### src/hdl/clt_pkg.sv
`timescale 1ns / 1ps
`default_nettype none

package clt_pkg;

  localparam int unsigned MaxLineDef = 256;

  localparam logic [7:0] EolCh    = 8'h00;
  localparam logic [7:0] QuoteCh  = 8'h22;
  localparam logic [7:0] SpaceCh  = 8'h20;

  localparam logic [7:0] MaxArgsRst = 8'd16;

  localparam logic KindToken   = 1'b0;
  localparam logic KindSummary = 1'b1;

  // result queue
  localparam int unsigned ResDepth = 4;
  localparam int unsigned ResPtrW  = 2;
  localparam int unsigned ResCntW  = 3;

  typedef struct packed {
    logic       kind;
    logic [8:0] token_start;
    logic [8:0] token_length;
    logic [7:0] token_number;
    logic [7:0] arg_count;
    logic       last_of_run;
  } res_t;

  typedef struct packed {
    logic has_candidate;
    logic at_token_start;
    logic in_quotes;
    logic after_quote;
  } tok_flags_t;

  // how many results one byte pushes into the queue
  typedef struct packed {
    logic push0;
    logic push1;
  } res_push_t;

endpackage

`default_nettype wire

### src/hdl/clt_step.sv
`timescale 1ns / 1ps
`default_nettype none

module clt_step #(
  parameter int unsigned MaxLine = clt_pkg::MaxLineDef,
  parameter int unsigned PosW    = $clog2(MaxLine + 1)
) (
  input  logic [7:0]           ch_i,
  input  logic [7:0]           max_args_i,
  input  logic [PosW-1:0]      position_i,
  input  logic [PosW-1:0]      cand_start_i,
  input  clt_pkg::tok_flags_t  flags_i,
  input  logic [7:0]           token_count_i,
  output logic [PosW-1:0]      position_o,
  output logic [PosW-1:0]      cand_start_o,
  output clt_pkg::tok_flags_t  flags_o,
  output logic [7:0]           token_count_o,
  output clt_pkg::res_push_t   push_o,
  output clt_pkg::res_t        res0_o,
  output clt_pkg::res_t        res1_o
);
  import clt_pkg::*;

  localparam logic [PosW-1:0] PosMax = PosW'(MaxLine);

  logic            is_eol;
  logic            is_quote;
  logic            is_space;
  logic            may_close;
  logic            tok_ok;
  logic [PosW:0]   start_w;
  logic [PosW-1:0] start_sat;
  logic [PosW-1:0] end_pos;
  logic [PosW-1:0] len;
  logic [31:0]     start_ext;
  logic [31:0]     len_ext;
  logic [7:0]      count_inc;
  res_t            tok_res;
  res_t            sum_res;

  assign is_eol    = (ch_i == EolCh);
  assign is_quote  = (ch_i == QuoteCh);
  assign is_space  = (ch_i == SpaceCh);
  // an open quoted token closes only right after its closing quote
  assign may_close = !flags_i.in_quotes || flags_i.after_quote;
  assign tok_ok    = flags_i.has_candidate && (token_count_i < max_args_i);
  assign count_inc = token_count_i + 8'd1;

  always_comb begin
    start_w   = {1'b0, cand_start_i} + {{PosW{1'b0}}, flags_i.in_quotes};
    start_sat = (start_w > {1'b0, PosMax}) ? PosMax : start_w[PosW-1:0];
    end_pos   = (flags_i.after_quote && (position_i != '0)) ? position_i - 1'b1
                                                            : position_i;
    len       = (end_pos > start_sat) ? end_pos - start_sat : '0;
    start_ext = 32'(start_sat);
    len_ext   = 32'(len);
  end

  always_comb begin
    tok_res.kind         = KindToken;
    tok_res.token_start  = start_ext[8:0];
    tok_res.token_length = len_ext[8:0];
    tok_res.token_number = token_count_i;
    tok_res.arg_count    = count_inc;
    tok_res.last_of_run  = !is_eol;

    sum_res.kind         = KindSummary;
    sum_res.token_start  = '0;
    sum_res.token_length = '0;
    sum_res.token_number = '0;
    sum_res.arg_count    = (may_close && tok_ok) ? count_inc : token_count_i;
    sum_res.last_of_run  = 1'b1;
  end

  always_comb begin
    position_o    = (position_i < PosMax) ? position_i + 1'b1 : position_i;
    cand_start_o  = cand_start_i;
    flags_o       = flags_i;
    token_count_o = token_count_i;
    push_o        = '0;
    res0_o        = tok_res;
    res1_o        = sum_res;

    if (is_eol) begin
      position_o    = '0;
      cand_start_o  = '0;
      flags_o       = '{has_candidate: 1'b0, at_token_start: 1'b1,
                        in_quotes: 1'b0, after_quote: 1'b0};
      token_count_o = '0;
      push_o.push0  = 1'b1;
      if (may_close && tok_ok) begin
        push_o.push1 = 1'b1;
      end else begin
        res0_o = sum_res;
      end
    end else if (is_quote) begin
      if (flags_i.at_token_start) begin
        flags_o.in_quotes     = 1'b1;
        flags_o.has_candidate = 1'b1;
        cand_start_o          = position_i;
      end
      flags_o.at_token_start = 1'b0;
      flags_o.after_quote    = 1'b1;
    end else if (is_space) begin
      if (may_close) begin
        flags_o.has_candidate  = 1'b0;
        flags_o.in_quotes      = 1'b0;
        flags_o.at_token_start = 1'b1;
        if (tok_ok) begin
          push_o.push0  = 1'b1;
          token_count_o = count_inc;
        end
      end
      flags_o.after_quote = 1'b0;
    end else begin
      if (!flags_i.has_candidate) begin
        flags_o.has_candidate = 1'b1;
        cand_start_o          = position_i;
      end
      flags_o.at_token_start = 1'b0;
      flags_o.after_quote    = 1'b0;
    end
  end

endmodule

`default_nettype wire

### src/hdl/clt_res_fifo.sv
`timescale 1ns / 1ps
`default_nettype none

module clt_res_fifo (
  input  logic                clk_i,
  input  logic                rst_ni,
  input  clt_pkg::res_push_t  push_i,
  input  clt_pkg::res_t       res0_i,
  input  clt_pkg::res_t       res1_i,
  output logic                room2_o,
  output logic                out_valid_o,
  input  logic                out_ready_i,
  output clt_pkg::res_t       res_o
);
  import clt_pkg::*;

  res_t               mem_q [ResDepth];
  logic [ResPtrW-1:0] wr_ptr_q, wr_ptr_d;
  logic [ResPtrW-1:0] rd_ptr_q, rd_ptr_d;
  logic [ResCntW-1:0] cnt_q, cnt_d;
  logic [ResPtrW-1:0] wr_ptr_nx;
  logic               pop;

  assign pop         = out_valid_o && out_ready_i;
  assign out_valid_o = (cnt_q != '0);
  assign res_o       = mem_q[rd_ptr_q];
  // registered count only, so ready never depends on the output side this cycle
  assign room2_o     = (cnt_q <= ResCntW'(ResDepth - 2));
  assign wr_ptr_nx   = wr_ptr_q + 1'b1;

  always_comb begin
    wr_ptr_d = wr_ptr_q + ResPtrW'(push_i.push0) + ResPtrW'(push_i.push1);
    rd_ptr_d = rd_ptr_q + ResPtrW'(pop);
    cnt_d    = cnt_q + ResCntW'(push_i.push0) + ResCntW'(push_i.push1)
               - ResCntW'(pop);
  end

  always_ff @(posedge clk_i or negedge rst_ni) begin
    if (!rst_ni) begin
      wr_ptr_q <= '0;
      rd_ptr_q <= '0;
      cnt_q    <= '0;
    end else begin
      wr_ptr_q <= wr_ptr_d;
      rd_ptr_q <= rd_ptr_d;
      cnt_q    <= cnt_d;
    end
  end

  always_ff @(posedge clk_i) begin
    if (push_i.push0) begin
      mem_q[wr_ptr_q] <= res0_i;
    end
    if (push_i.push1) begin
      mem_q[wr_ptr_nx] <= res1_i;
    end
  end

  a_cnt_bound: assert property (@(posedge clk_i) disable iff (!rst_ni)
    cnt_q <= ResCntW'(ResDepth))
    else $error("result queue over depth");

  a_no_push_when_tight: assert property (@(posedge clk_i) disable iff (!rst_ni)
    !room2_o |-> !push_i.push0)
    else $error("push into result queue without room");

  a_ptr_gap: assert property (@(posedge clk_i) disable iff (!rst_ni)
    ResPtrW'(wr_ptr_q - rd_ptr_q) == cnt_q[ResPtrW-1:0])
    else $error("result queue pointers disagree with count");

endmodule

`default_nettype wire

### src/hdl/command_line_tokenizer_core.sv
`timescale 1ns / 1ps
`default_nettype none

// Command line tokenizer: takes one line byte per cycle (a zero byte ends the
// line) and reports each space-separated or quoted token, up to max_args of
// them, as it closes, with its start offset, length and number, then a summary
// with the token count at the end of the line. A byte is taken every cycle
// while the output keeps up; a byte that closes a token emits at most one
// result, an end-of-line byte emits one or two. Results go through a
// four-entry queue that drains one per cycle while out_ready_i is high, and
// in_ready_o is high whenever at least two entries are free. max_args should
// be written only between items.
module command_line_tokenizer_core #(
  parameter int unsigned MaxLine = clt_pkg::MaxLineDef
) (
  input  logic       clk_i,
  input  logic       rst_ni,
  input  logic       max_args_we_i,
  input  logic [7:0] max_args_i,
  input  logic       in_valid_i,
  output logic       in_ready_o,
  input  logic [7:0] ch_i,
  output logic       out_valid_o,
  input  logic       out_ready_i,
  output logic       kind_o,
  output logic [8:0] token_start_o,
  output logic [8:0] token_length_o,
  output logic [7:0] token_number_o,
  output logic [7:0] arg_count_o,
  output logic       last_of_run_o
);
  import clt_pkg::*;

  localparam int unsigned PosW = $clog2(MaxLine + 1);

  logic [7:0]      max_args_q;
  logic [PosW-1:0] position_q, position_d;
  logic [PosW-1:0] cand_start_q, cand_start_d;
  tok_flags_t      flags_q, flags_d;
  logic [7:0]      token_count_q, token_count_d;
  res_push_t       step_push;
  res_push_t       push;
  res_t            res0;
  res_t            res1;
  res_t            res_out;
  logic            room2;
  logic            in_fire;

  assign in_ready_o = room2;
  assign in_fire    = in_valid_i && in_ready_o;
  assign push       = in_fire ? step_push : '0;

  clt_step #(
    .MaxLine (MaxLine),
    .PosW    (PosW)
  ) u_step (
    .ch_i          (ch_i),
    .max_args_i    (max_args_q),
    .position_i    (position_q),
    .cand_start_i  (cand_start_q),
    .flags_i       (flags_q),
    .token_count_i (token_count_q),
    .position_o    (position_d),
    .cand_start_o  (cand_start_d),
    .flags_o       (flags_d),
    .token_count_o (token_count_d),
    .push_o        (step_push),
    .res0_o        (res0),
    .res1_o        (res1)
  );

  clt_res_fifo u_res_fifo (
    .clk_i       (clk_i),
    .rst_ni      (rst_ni),
    .push_i      (push),
    .res0_i      (res0),
    .res1_i      (res1),
    .room2_o     (room2),
    .out_valid_o (out_valid_o),
    .out_ready_i (out_ready_i),
    .res_o       (res_out)
  );

  always_ff @(posedge clk_i or negedge rst_ni) begin
    if (!rst_ni) begin
      max_args_q    <= MaxArgsRst;
      position_q    <= '0;
      cand_start_q  <= '0;
      flags_q       <= '{has_candidate: 1'b0, at_token_start: 1'b1,
                         in_quotes: 1'b0, after_quote: 1'b0};
      token_count_q <= '0;
    end else begin
      if (max_args_we_i) begin
        max_args_q <= max_args_i;
      end
      if (in_fire) begin
        position_q    <= position_d;
        cand_start_q  <= cand_start_d;
        flags_q       <= flags_d;
        token_count_q <= token_count_d;
      end
    end
  end

  assign kind_o         = res_out.kind;
  assign token_start_o  = res_out.token_start;
  assign token_length_o = res_out.token_length;
  assign token_number_o = res_out.token_number;
  assign arg_count_o    = res_out.arg_count;
  assign last_of_run_o  = res_out.last_of_run;

  a_eol_clears_line: assert property (@(posedge clk_i) disable iff (!rst_ni)
    (in_fire && ch_i == EolCh) |=> (position_q == '0 && token_count_q == '0))
    else $error("line state not cleared after end of line");

  a_quote_needs_candidate: assert property (@(posedge clk_i) disable iff (!rst_ni)
    flags_q.in_quotes |-> flags_q.has_candidate)
    else $error("quoted token open without a candidate");

  a_summary_is_last: assert property (@(posedge clk_i) disable iff (!rst_ni)
    (out_valid_o && kind_o == KindSummary) |-> last_of_run_o)
    else $error("summary not marked last of run");

  a_pos_saturates: assert property (@(posedge clk_i) disable iff (!rst_ni)
    position_q <= PosW'(MaxLine))
    else $error("line position beyond saturation");

endmodule

`default_nettype wire

### config.mk
export PLATFORM = sky130hd
export DESIGN_NAME = command_line_tokenizer_core
export DESIGN_NICKNAME = d
export VERILOG_FILES = /design/src/hdl/clt_pkg.sv /design/src/hdl/clt_step.sv /design/src/hdl/clt_res_fifo.sv /design/src/hdl/command_line_tokenizer_core.sv
export SDC_FILE = /design/constraint.sdc
export NUM_CORES = 1
export LEC_CHECK = 0
export BUFFER_PORTS_ARGS = -buffer_cell sky130_fd_sc_hd__buf_2
export CAP_MARGIN = 20
export CORE_ASPECT_RATIO = 1.1
export CORE_MARGIN = 3
export CORE_UTILIZATION = 38
export CTS_BUF_LIST = sky130_fd_sc_hd__clkbuf_8
export DETAILED_ROUTE_END_ITERATION = 8
export GPL_TIMING_DRIVEN = 0
export MAX_ROUTING_LAYER = met4
export PLACE_DENSITY = 0.64
export SLEW_MARGIN = 20
export SYNTH_ARGS = -nofsm -noshare
export SYNTH_HDL_FRONTEND = slang
export SYNTH_SLANG_ARGS = --single-unit
### constraint.sdc
create_clock -name clk_i -period 6.2 [get_ports clk_i]
set_input_delay 0.31 -clock clk_i [delete_from_list [all_inputs] [get_ports clk_i]]
set_output_delay 0.31 -clock clk_i [all_outputs]
set_load 0.02 [all_outputs]
==> summary.md <==
| Metric | Value |
|---|---|
| Synth unique cells | 82 |
| Layout Area Growth over Synthesis | 11.6% |
| DRT iter0 DRCs | 755 |
| I/O Pins | 59 |
| Min-delay worst type | in2reg |
| Routed length on met3 | 1670 um |
| CTS Root Buffer Type | clkbuf_8 |
| Arr. time, crit path | 4.70 ns |
| Fillers | 2498 |
| Pleak | 4.11 nW |
| DRC errors left | 0 |
| Final setup vio count | 0 |
| GPL Wtd Cong | 0.950 |
| DR pass1 iterations | 5 |
| Met1 wire length | 12500 um |
| Max Cap Viol | 0 |
| Dpl ws | 1.90 ns |
| Max Slew Vio Count | 0 |
| Die Wd | 159 um |
| CTS tree | done |
| Synth Instances | 965 |
| Max layer used | met4 |
| Die area | 27900 um^2 |
| Startpoint Class | flip-flop |
| Fin nets | 1092 |
| Initial Utilization | 0.387 |
| Vias in the first global route | 7766 |
| Primary FF master, synth | dfxtp_1 |
| Final wirelength | 27300 um |
| Share of layout cells above drive strength 1 | 0.186 |
| CTS Hold Bufs | 0 |
| Worst Setup End Kind | flip-flop |
| Post-DR wirelength/cell | 19.5 um |
| Via count | 7975 |
| Largest net degree at the start of global routing | 46 |
| Dpl hpwl | 20000 um |
| Most frequent cells in the layout | 128 x nand2_1, 112 x dfxtp_1, 83 x o21ai_0 |
| Final Worst Setup Slack | 1.88 ns |
| Sink Count | 189 |
| Final hold vios | 0 |
| #FFs+latches synth | 189 |
| Largest fanout on the critical path | 10 |
| Post-synth EDFFs | 32 |
| Die height | 175 um |
| Crit path kind | reg2reg |
| CTS H-Tree Depth | 4 |
| Fin crit share | 0.698 |
| Initial antenna violation count | 0 |
| Fmax | 231 MHz |
| Wire length on met2 | 12500 um |
| IO buf count | 56 |
| Synthesis warning total | 0 |
| Mapped cell area | 9840 um^2 |
| Diode count | 0 |
| Most common cell after layout, fill and taps aside | nand2_1 |
| CORE AREA | 25400 um^2 |
| GR Util All Layers | 0.202 |
| Seq/Total Area, Yosys | 0.440 |
| # rows | 61 |
| Mapped Nets | 1016 |
| Final min period | 4.32 ns |
| Synthesized area per cell | 10.2 um^2 |
| Power per cell area | 330 nW/um^2 |
| FFs w/ async S/R, synth | 0.238 |
| Latest clock arrival within the worst-skew pair | 0.48 ns |
| GRT overflow | 0 |
| Total negative slack | 0 ns |
| Routed vias/inst | 5.70 |
| CTS Buffer Depth | 2 |
| VDD IR max | 137 uV |
| Critical path data required time | 6.57 ns |
| Remaining antenna violation count | 0 |
| Worst-path clk slew | 0.11 ns |
| CTS buffer count | 17 |
| Clock Skew | 0.0181 ns |
| Slew margin rel. | 0.289 |
| Internal reg-to-reg setup slack | 1.88 ns |
| First-pass GRT wire length | 43400 um |
| CTS resizes | 0 |
| Status | completed |
| Hold_ws | 0.0259 ns |
| Post-CTS Repair Setup Buffers | 0 |
| Unrepaired setup endpoints after global routing | false |
| Least-Margin Pin Slew | 1.07 ns |
[stage by stage]
stage | power, mW | std cells | util | area (um^2)
global route | 3.85 | 1400 | 0.432 | 11000
global placement | 2.76 | 1367 | 0.415 | 10600
CTS | 3.64 | 1399 | 0.432 | 11000
floorplan | 2.42 | 965 | - | 9840
finish | 3.62 | 1400 | 0.432 | 11000
detailed placement | 2.78 | 1367 | 0.415 | 10600
[cell families (layout without fill, tap and decap cells)]
group / after synthesis / count (layout) / synth area share
XOR/XNOR: 33 / 33 / 0.0294
multiplexers: 45 / 45 / 0.0922
adder cells (fa/ha/maj): 30 / 30 / 0.0412
flip-flops: 189 / 189 / 0.440
AO/OA/AOI/OAI: 286 / 286 / 0.209
AND/OR/NAND/NOR: 292 / 292 / 0.149
buffers and inverters: 90 / 179 / 0.0387
[power by group]
| part | switching [mW] | leakage [nW] | internal (mW) |
|---|---|---|---|
| sequential | 0.0479 | 1.76 | 1.31 |
| clock | 0.488 | 0.207 | 0.385 |
| combinational | 0.853 | 2.15 | 0.534 |
[final timing paths]
| path | start | endpoint | depth (start not counted) |
|---|---|---|---|
| max | flags_q[1]$_DFFE_PN0P_ | u_res_fifo.mem_q[0][23]$_SDFFE_PP0P_ | 17 |
| min | max_args_i[5] | max_args_q[5]$_DFFE_PN0P_ | 3 |
| max reg2reg | flags_q[1]$_DFFE_PN0P_ | u_res_fifo.mem_q[0][23]$_SDFFE_PP0P_ | 17 |
| min reg2reg | u_res_fifo.mem_q[1][27]$_SDFFE_PP0P_ | u_res_fifo.mem_q[1][27]$_SDFFE_PP0P_ | 2 |
| max in group asynchronous | rst_ni | token_count_q[3]$_DFFE_PN0P_ | 2 |
| min in group asynchronous | rst_ni | position_q[3]$_DFFE_PN0P_ | 2 |
[routing by layer]
layer | track usage | vias to the layer above
li1 | - | 3742
met1 | 0.276 | 3896
met2 | 0.315 | 279
met3 | 0.0308 | 58
met4 | 0.0536 | 0
met5 | - | -
[registers in the layout, indices dropped and copies added, names as in the netlist]
| register | cells |
|---|---|
| cand_start_q | 9 |
| flags_q | 4 |
| max_args_q | 8 |
| position_q | 9 |
| token_count_q | 8 |
| u_res_fifo.cnt_q | 3 |
| u_res_fifo.mem_q | 144 |
| u_res_fifo.rd_ptr_q | 2 |
| u_res_fifo.wr_ptr_q | 2 |
[synth_stat cells, types with 6 or more instances]
library cell  count  area (um^2)
a21oi_1          36          180
a22o_1           27          236
a2bb2o_1          6         60.1
a2bb2o_4          6          120
a31o_2            8         70.1
a31oi_1           8         50.1
and3_1            9         56.3
buf_2            18         90.1
clkbuf_1         37          139
dfrtp_1          43         1080
dfxtp_1         112         2240
edfxtp_1         32          961
ha_1             26          325
inv_1            26         97.6
mux2i_1           6         60.1
mux4_2           36          811
nand2_1         128          480
nand2b_1          9         56.3
nand3_1          23          115
nand4_1          10         62.6
nor2_1           40          150
nor3_1           20          100
o211ai_1         23          173
o21a_1            7         52.6
o21ai_0          83          415
o21ai_1           7         35.0
o22ai_1          11         68.8
o2bb2ai_1        19          166
o31ai_1           9         67.6
or2_2             8         50.1
or3_1             8         50.1
xnor2_1          17          149
xor2_1           16          140
[final cells by class]
| class | instances | area [um^2] | area share |
|---|---|---|---|
| plain buffers | 63 | 279 | 0.0254 |
| well taps | 346 | 433 | 0.0394 |
| inverters | 27 | 101 | 0.00923 |
| clock inverters | 14 | 170 | 0.0155 |
| repair buffers | 57 | 293 | 0.0267 |
| clock buffers | 18 | 248 | 0.0226 |
| flip-flops and latches | 189 | 4330 | 0.394 |
| multi-input cells | 686 | 5130 | 0.467 |
[worst max-delay path: stages (launching register included)]
cell	delay [ns]
dfrtp_1	0.42
ha_1	0.24
ha_1	0.33
and2_1	0.19
nand4_1	0.13
mux2i_2	0.53
a31o_2	0.18
buf_2	0.23
nand2_1	0.08
ha_1	0.30
clkbuf_1	0.17
o21a_1	0.19
o31a_1	0.13
o31ai_1	0.21
o211ai_1	0.21
and4_1	0.25
buf_2	0.21
a22o_1	0.20
No activity file was read; power rests on OpenSTA's default activity.
